File: src/rtl/core/sclb_div.sv
module sclb_div #(
  parameter int NW = 32,
  parameter int DW = 16,
  parameter int QW = 16,
  parameter int TW = 1
) (
  input  logic          clk,
  input  logic          rst,
  input  logic          en,
  input  logic          vin,
  input  logic [NW-1:0] num,
  input  logic [DW-1:0] den,
  input  logic [TW-1:0] tag,
  output logic          vout,
  output logic [QW-1:0] quo,
  output logic [DW-1:0] rem,
  output logic [TW-1:0] tag_out
);

  // One quotient bit per stage, restoring form; num < den * 2**QW
  logic [DW-1:0] r_s [QW+1];
  logic [QW-1:0] l_s [QW+1];
  logic [QW-1:0] q_s [QW+1];
  logic [DW-1:0] d_s [QW+1];
  logic [TW-1:0] t_s [QW+1];
  logic          v_s [QW+1];

  assign r_s[0] = DW'(num >> QW);
  assign l_s[0] = num[QW-1:0];
  assign q_s[0] = '0;
  assign d_s[0] = den;
  assign t_s[0] = tag;
  assign v_s[0] = vin;

  for (genvar k = 0; k < QW; k++) begin : g_stage
    logic [DW:0] trial;
    logic        ge;

    assign trial = {r_s[k], l_s[k][QW-1]};
    assign ge    = trial >= {1'b0, d_s[k]};

    always_ff @(posedge clk) begin
      if (rst) begin
        v_s[k+1] <= 1'b0;
      end else if (en) begin
        v_s[k+1] <= v_s[k];
      end
    end

    always_ff @(posedge clk) begin
      if (en) begin
        r_s[k+1] <= ge ? DW'(trial - {1'b0, d_s[k]}) : DW'(trial);
        l_s[k+1] <= QW'({l_s[k], 1'b0});
        q_s[k+1] <= QW'({q_s[k], ge});
        d_s[k+1] <= d_s[k];
        t_s[k+1] <= t_s[k];
      end
    end
  end

  assign vout    = v_s[QW];
  assign quo     = q_s[QW];
  assign rem     = r_s[QW];
  assign tag_out = t_s[QW];

endmodule

File: config.mk
export PLATFORM = sky130hd
export DESIGN_NAME = sclb_div
export DESIGN_NICKNAME = d
export VERILOG_FILES = /design/src/rtl/core/sclb_div.sv
export SDC_FILE = /design/constraint.sdc
export NUM_CORES = 1
export LEC_CHECK = 0
export BUFFER_PORTS_ARGS = -buffer_cell sky130_fd_sc_hd__buf_2
export CAP_MARGIN = 0
export CORE_ASPECT_RATIO = 1.75
export CORE_MARGIN = 10
export CORE_UTILIZATION = 35
export CTS_CLUSTER_DIAMETER = 200
export DETAILED_ROUTE_END_ITERATION = 10
export GPL_TIMING_DRIVEN = 0
export PLACE_DENSITY = 0.51
export REMOVE_ABC_BUFFERS = 1
export SLEW_MARGIN = 20
export SYNTH_ARGS = -nofsm -noshare
export SYNTH_HDL_FRONTEND = slang
export SYNTH_SLANG_ARGS = --single-unit
export TNS_END_PERCENT = 50
File: constraint.sdc
create_clock -name clk -period 4.6 [get_ports clk]
set_input_delay 1.38 -clock clk [delete_from_list [all_inputs] [get_ports clk]]
set_output_delay 1.38 -clock clk [all_outputs]
set_load 0.1 [all_outputs]
==> results of run 1 <==
final timing paths:
check | cells after the start | end | slack [ns] | startpoint
max | 8 | g_stage[7].trial[2] | 0.26 | d_s[160]
min | 0 | q_s[33] | 0.38 | q_s[48]
max reg2reg | 8 | g_stage[7].trial[2] | 0.26 | d_s[160]
min reg2reg | 0 | q_s[33] | 0.38 | q_s[48]
flip-flops by register name, summed over array words and instances (netlist names):
signal	count
d_s	240
g_stage.trial	255
l_s	105
q_s	120
quo	16
rem	16
t_s	15
tag_out	1
v_s	15
vout	1
metrics by stage:
stage / hold slack [ns] / instances / setup slack [ns] / total power [mW]
3_3_place_gp: 0.4002 / 4589 / -10.91 / 23.69
6_report: 0.3838 / 4749 / 0.2577 / 30.13
3_5_place_dp: 0.4045 / 4606 / -0.3071 / 23.84
4_1_cts: 0.3917 / 4749 / 0.1500 / 30.60
5_1_grt: 0.4108 / 4749 / 0.1145 / 32.15
2_1_floorplan: 0.4003 / 3027 / 0.8564 / 20.23
logic make-up after synthesis:
| logic type | share of synthesized area [%] |
|---|---|
| AO/OA/AOI/OAI | 10.37 |
| XOR/XNOR | 3.728 |
| adder cells (fa/ha/maj) | 8.980 |
| buffers and inverters | 4.146 |
| flip-flops | 59.60 |
| multiplexers | 5.306 |
| AND/OR/NAND/NOR | 7.877 |
per-layer routing:
metal  part of all wire [%]  track usage, %  vias up
li1                       -               -    11616
met5                      0               0        -
met1                     27           8.948    11230
met4                    5.8           8.256        0
met3                    2.9           2.142      191
met2                     64           30.12      315
worst max-delay path, stage by stage (launching register included):
cell                        delay, ns
sky130_fd_sc_hd__edfxtp_1        0.61
sky130_fd_sc_hd__ha_1            0.44
sky130_fd_sc_hd__nor2b_1         0.11
sky130_fd_sc_hd__o2111ai_1       0.25
sky130_fd_sc_hd__a211oi_1        0.17
sky130_fd_sc_hd__or2_2           0.32
sky130_fd_sc_hd__o311ai_0        0.79
sky130_fd_sc_hd__a211o_2         0.66
sky130_fd_sc_hd__o21ai_0         0.54
layout by cell type, fill, tap and decap left out, types with 43 or more instances in the layout:
cell / n
sky130_fd_sc_hd__nor2b_1: 45
sky130_fd_sc_hd__inv_1: 351
sky130_fd_sc_hd__mux2i_1: 43
sky130_fd_sc_hd__xnor2_1: 110
sky130_fd_sc_hd__clkbuf_16: 79
sky130_fd_sc_hd__nand2_1: 153
sky130_fd_sc_hd__ha_1: 256
sky130_fd_sc_hd__mux2_2: 137
sky130_fd_sc_hd__edfxtp_1: 768
sky130_fd_sc_hd__nor2_1: 199
sky130_fd_sc_hd__xor2_1: 57
sky130_fd_sc_hd__a21oi_1: 161
sky130_fd_sc_hd__o21ai_0: 159
sky130_fd_sc_hd__nor3_1: 56
sky130_fd_sc_hd__buf_2: 85
final cells by class:
| class | instances | area (um^2) |
|---|---|---|
| clock inverters | 47 | 569.3 |
| fillers | 10533 | 67010 |
| well taps | 1476 | 1847 |
| clock buffers | 96 | 2041 |
| flip-flops and latches | 784 | 23380 |
| repair buffers | 103 | 823.3 |
| multi-input cells | 1892 | 14290 |
| inverters | 351 | 1318 |
where the power goes:
part	leakage, nW	switching, mW	total (mW)	internal [mW]
Clock	1.26	2.91	6.57	3.67
Sequential	7.64	0.711	10.9	10.2
Combinational	8.40	7.28	12.7	5.40
Total	17.3	10.9	30.1	19.2
what timing repair did:
| item | CTS | global route |
|---|---|---|
| setup endpoints to repair | 3 | 0 |
| resized for setup | 1 | 0 |
| endpoints found under the hold margin | 0 | 0 |
| hold buffers | 0 | 0 |
==> results.yml, run 1 <==
floorplanning:
  die_height_um: 462.9
  core_region_area_mm2: 0.1113
  die_width_um: 273.1
  initial_utilization_pct: 35.26
  placementRows: 162
  floorplan.io_pins: 87
  fp.dieArea_mm2: 0.1264
critical_path:
  end_kind: "flip-flop"
  worst-endpoint-arrival_ns: 4.61
  crit_path_max_fanout: 31
  worstSetupPathType: "reg -> reg"
  required_worst_endpoint_ns: 4.87
  worst_setup_path_start_kind: "flip-flop"
synth:
  synth_edf_count: 768
  sequential_to_total_area_share_from_yosys_stat_pct: 59.60
  synthesis.yosys.warnings: 0
  ys_ff_latch: 784
  ys_dominant_reg_cell: "sky130_fd_sc_hd__edfxtp_1"
  synthTopCellsByArea: "sky130_fd_sc_hd__edfxtp_1 59%, sky130_fd_sc_hd__ha_1 8.2%, sky130_fd_sc_hd__mux2_2 3.9%, sky130_fd_sc_hd__inv_1 3.4%, sky130_fd_sc_hd__xnor2_1 2.5%"
  syn_inst: 3078
  syn_avg_cell_area_um2: 12.75
  synth_area_mm2: 0.03924
  synth_top_area_cell: "sky130_fd_sc_hd__edfxtp_1"
  yosys.area.top_type_share_pct: 58.78
  synth_cell_types: 84
  synth_most_common_cell: "sky130_fd_sc_hd__edfxtp_1"
  asyncSetResetFlopFracSynth_pct: 0
  synth.top_cells.by_count: "768 x sky130_fd_sc_hd__edfxtp_1, 351 x sky130_fd_sc_hd__inv_1, 256 x sky130_fd_sc_hd__ha_1"
sta:
  slew_violations: 0
  setup_viol: 0
  worst-slew-pin-transition_ns: 1.118
  rsz_0062_raised_after_global_routing: "false"
  final_hold_viol_count: 0
  setup_tns_ns: 0
  worst_clock_skew_ns: 0.04525
  timing.final.crit_share_pct: 94.40
  timing.max_slew.rel_slack_pct: 24.70
  clock.fmax_mhz: 230.3
  period_minus_slack_ns: 4.342
placement:
  io_buffer_count: 86
  globalplace.congestion: 0.9047
  dp_hpwl_um: 64260
  placement.cell_area_mm2: 0.04165
drt:
  drtAntennaViolNets: 0
  wl_per_cell_um: 17.74
  routed_wirelength_um: 84260
  dr.first_iter.drc_count: 1185
  drc_viols: 0
  detail_route.first_pass.iterations: 7
  routed_via_density: 4.917
  vias: 23352
clock_tree:
  clk_pin_slew_worst_paths_ns: 0.06
  insertion_delay_of_the_later_clocked_pin_in_the_worst_skew_pair_ns: 0.70
  htree_levels: 3
  cts_num_sinks: 784
  post-cts-setup-buffers: 0
  clockRootBuffer: "sky130_fd_sc_hd__clkbuf_16"
  max-clock-path-buffers: 3
  cts_made_buffers: 79
  tritoncts_clock_tree: "yes"
flow_run:
  cap_viol_max_count: 0
grt:
  antenna_found_initial: 0
  grt_pass1_vias: 25068
  globalRouteTotalUtil_pct: 13.31
  global_route_wire_length_before_repair_um: 130300
  grt_max_degree: 99
  grt-ovfl-total: 0
layout:
  area.growth.synth_to_final_pct: 12.83
  fin_nets: 3536
  final_util_pct: 39.78
  drive_above_1_share_pct: 12.04
  n_antenna_cell: 0
  final_cell_area_mm2: 0.04427
power:
  power.static_leakage_nw: 17.30
  power.density_cell_area_mw_per_mm2: 680.5
  worst_ir_drop_vdd_v: 0.0003646
run_status:
  outcome: "finished, final reports clean"
worst_hold_path:
  timing.hold.worst.class: "reg -> reg"
Note: power is estimated with default switching activity, not from simulation.
==> run 2: changes to the inputs <==
- GPL_TIMING_DRIVEN: 0 -> not set
==> run 2 against run 1 <==
Against the previous run:
- sequential share of layout area hardly changed
- clock skew is 0.0046 ns lower
- setup slack gained 0.54 ns
- cell count increased by 0.46%
- hold slack worse by 0.0017 ns
- critical path type unchanged
==> results.yml, run 2 (synthesis results as in run 1) <==
power:
  power.density_cell_area_mw_per_mm2: 682.0
  worst_ir_drop_vdd_v: 0.0003268
  power.static_leakage_nw: 17.38
layout:
  fin_nets: 3558
  final_util_pct: 39.82
  most-common-layout-cells: "768 x sky130_fd_sc_hd__edfxtp_1, 351 x sky130_fd_sc_hd__inv_1, 256 x sky130_fd_sc_hd__ha_1"
  final_cell_area_mm2: 0.04431
  drive_above_1_share_pct: 12.59
  area.growth.synth_to_final_pct: 12.93
  n_antenna_cell: 0
  mostFrequentLayoutCell: "sky130_fd_sc_hd__edfxtp_1"
  largest_register_ffs: 255
critical_path:
  crit_path_max_fanout: 17
  worstSetupPathType: "reg -> reg"
  required_worst_endpoint_ns: 5.03
  worst_setup_path_start_kind: "flip-flop"
  reg2regPathDepth: 11
  setup_slack_of_the_worst_register_to_register_path_ns: 0.80
  worst-endpoint-arrival_ns: 4.23
  end_kind: "flip-flop"
  regToRegEndpoint: "g_stage[14].trial[12]"
  critical_path.reg2reg.startpoint: "d_s[49]"
clock_tree:
  post_cts_hold_buffer_count: 0
  htree_levels: 3
  cts_made_buffers: 78
  clockRootBuffer: "sky130_fd_sc_hd__clkbuf_16"
  cts_num_sinks: 784
  postCtsResizedCells: 0
  insertion_delay_of_the_later_clocked_pin_in_the_worst_skew_pair_ns: 0.69
  tritoncts_clock_tree: "yes"
  max-clock-path-buffers: 3
  clk_pin_slew_worst_paths_ns: 0.06
  post-cts-setup-buffers: 0
worst_hold_path:
  timing.hold.worst.start: "l_s[157]"
  whs_endpoint: "l_s[142]"
  timing.hold.worst_path_depth: 0
  timing.hold.worst.class: "reg -> reg"
drt:
  drc_viols: 0
  vias: 23582
  routed_via_density: 4.943
  routed_wirelength_um: 85790
  wl_per_cell_um: 17.98
  drtAntennaViolNets: 0
  detail_route.first_pass.iterations: 7
  dr.first_iter.drc_count: 1183
sta:
  setup_viol: 0
  period_minus_slack_ns: 3.805
  worst-slew-pin-transition_ns: 1.044
  layout_setup_ws_ns: 0.7955
  timing.max_slew.rel_slack_pct: 29.49
  rsz_0062_raised_after_global_routing: "false"
  worst_clock_skew_ns: 0.04067
  slew_violations: 0
  timing.final.crit_share_pct: 82.71
  setup_tns_ns: 0
  clock.fmax_mhz: 262.8
  final_hold_viol_count: 0
placement:
  io_buffer_count: 86
  globalplace.congestion: 0.8929
  placement.cell_area_mm2: 0.04164
  dp_hpwl_um: 65340
  place_worst_setup_slack_ns: 0.3466
flow_run:
  cap_viol_max_count: 0
floorplanning:
  floorplan.io_pins: 87
  die_height_um: 462.9
  fp.dieArea_mm2: 0.1264
  placementRows: 162
  initial_utilization_pct: 35.26
  die_width_um: 273.1
  core_region_area_mm2: 0.1113
grt:
  antenna_found_initial: 0
  grt_pass1_vias: 25437
  global_route_wire_length_before_repair_um: 132100
  globalRouteTotalUtil_pct: 13.51
  grt_max_degree: 126
  grt-ovfl-total: 0
run_status:
  outcome: "finished, final reports clean"
==> run 2: worst max-delay path by stage <==
stage	from	endpoint	slack, ns	cells after the start
final	d_s[49]	g_stage[14].trial[12]	0.80	11
after global routing	d_s[81]	g_stage[12].trial[5]	0.72	10
after CTS	d_s[81]	g_stage[12].trial[12]	0.78	10
after detailed placement	den[1]	g_stage[1].trial[3]	0.35	13
after global placement	den[1]	g_stage[1].trial[3]	0.40	13
after floorplan	den[10]	g_stage[1].trial[11]	0.86	10
==> run 2: stage by stage <==
stage,hold slack (ns),power (mW),instances
detailed placement,0.4045,23.79,4629
floorplan,0.4003,20.23,3027
global placement,0.4003,23.64,4629
finish,0.3820,30.22,4771
CTS,0.3828,30.65,4771
global route,0.3923,32.22,4771
==> run 2: report_power, final <==
group	switching, mW	leakage (nW)	internal, mW
clock network	2.91	1.29	3.79
logic	7.23	8.45	5.41
registers	0.715	7.64	10.2
total	10.9	17.4	19.4
==> run 2: worst max-delay path, cell delays in order (launching register included) <==
cell                       delay [ns]
sky130_fd_sc_hd__edfxtp_1        0.39
sky130_fd_sc_hd__inv_1           0.06
sky130_fd_sc_hd__ha_1            0.34
sky130_fd_sc_hd__nor2b_1         0.17
sky130_fd_sc_hd__o31a_1          0.28
sky130_fd_sc_hd__o31ai_1         0.69
sky130_fd_sc_hd__a21oi_1         0.31
sky130_fd_sc_hd__o31ai_4         0.33
sky130_fd_sc_hd__a31oi_1         0.18
sky130_fd_sc_hd__nor3_4          0.13
sky130_fd_sc_hd__buf_4           0.29
sky130_fd_sc_hd__mux2_1          0.37
==> run 2: layout make-up <==
class | count | area, um^2
flip-flops and latches | 784 | 23380
inverters | 351 | 1318
clock buffers | 95 | 2047
well taps | 1476 | 1847
clock inverters | 47 | 623.1
repair buffers | 126 | 853.3
multi-input cells | 1892 | 14240
fillers | 10562 | 66970
==> run 2: layer usage <==
| layer | GRT usage, % | vias up | part of all wire, % |
|---|---|---|---|
| li1 | - | 11651 | - |
| met1 | 9.180 | 11347 | 27 |
| met2 | 30.05 | 367 | 63 |
| met3 | 1.982 | 217 | 2.7 |
| met4 | 9.582 | 0 | 6.9 |
| met5 | 0 | - | 0 |
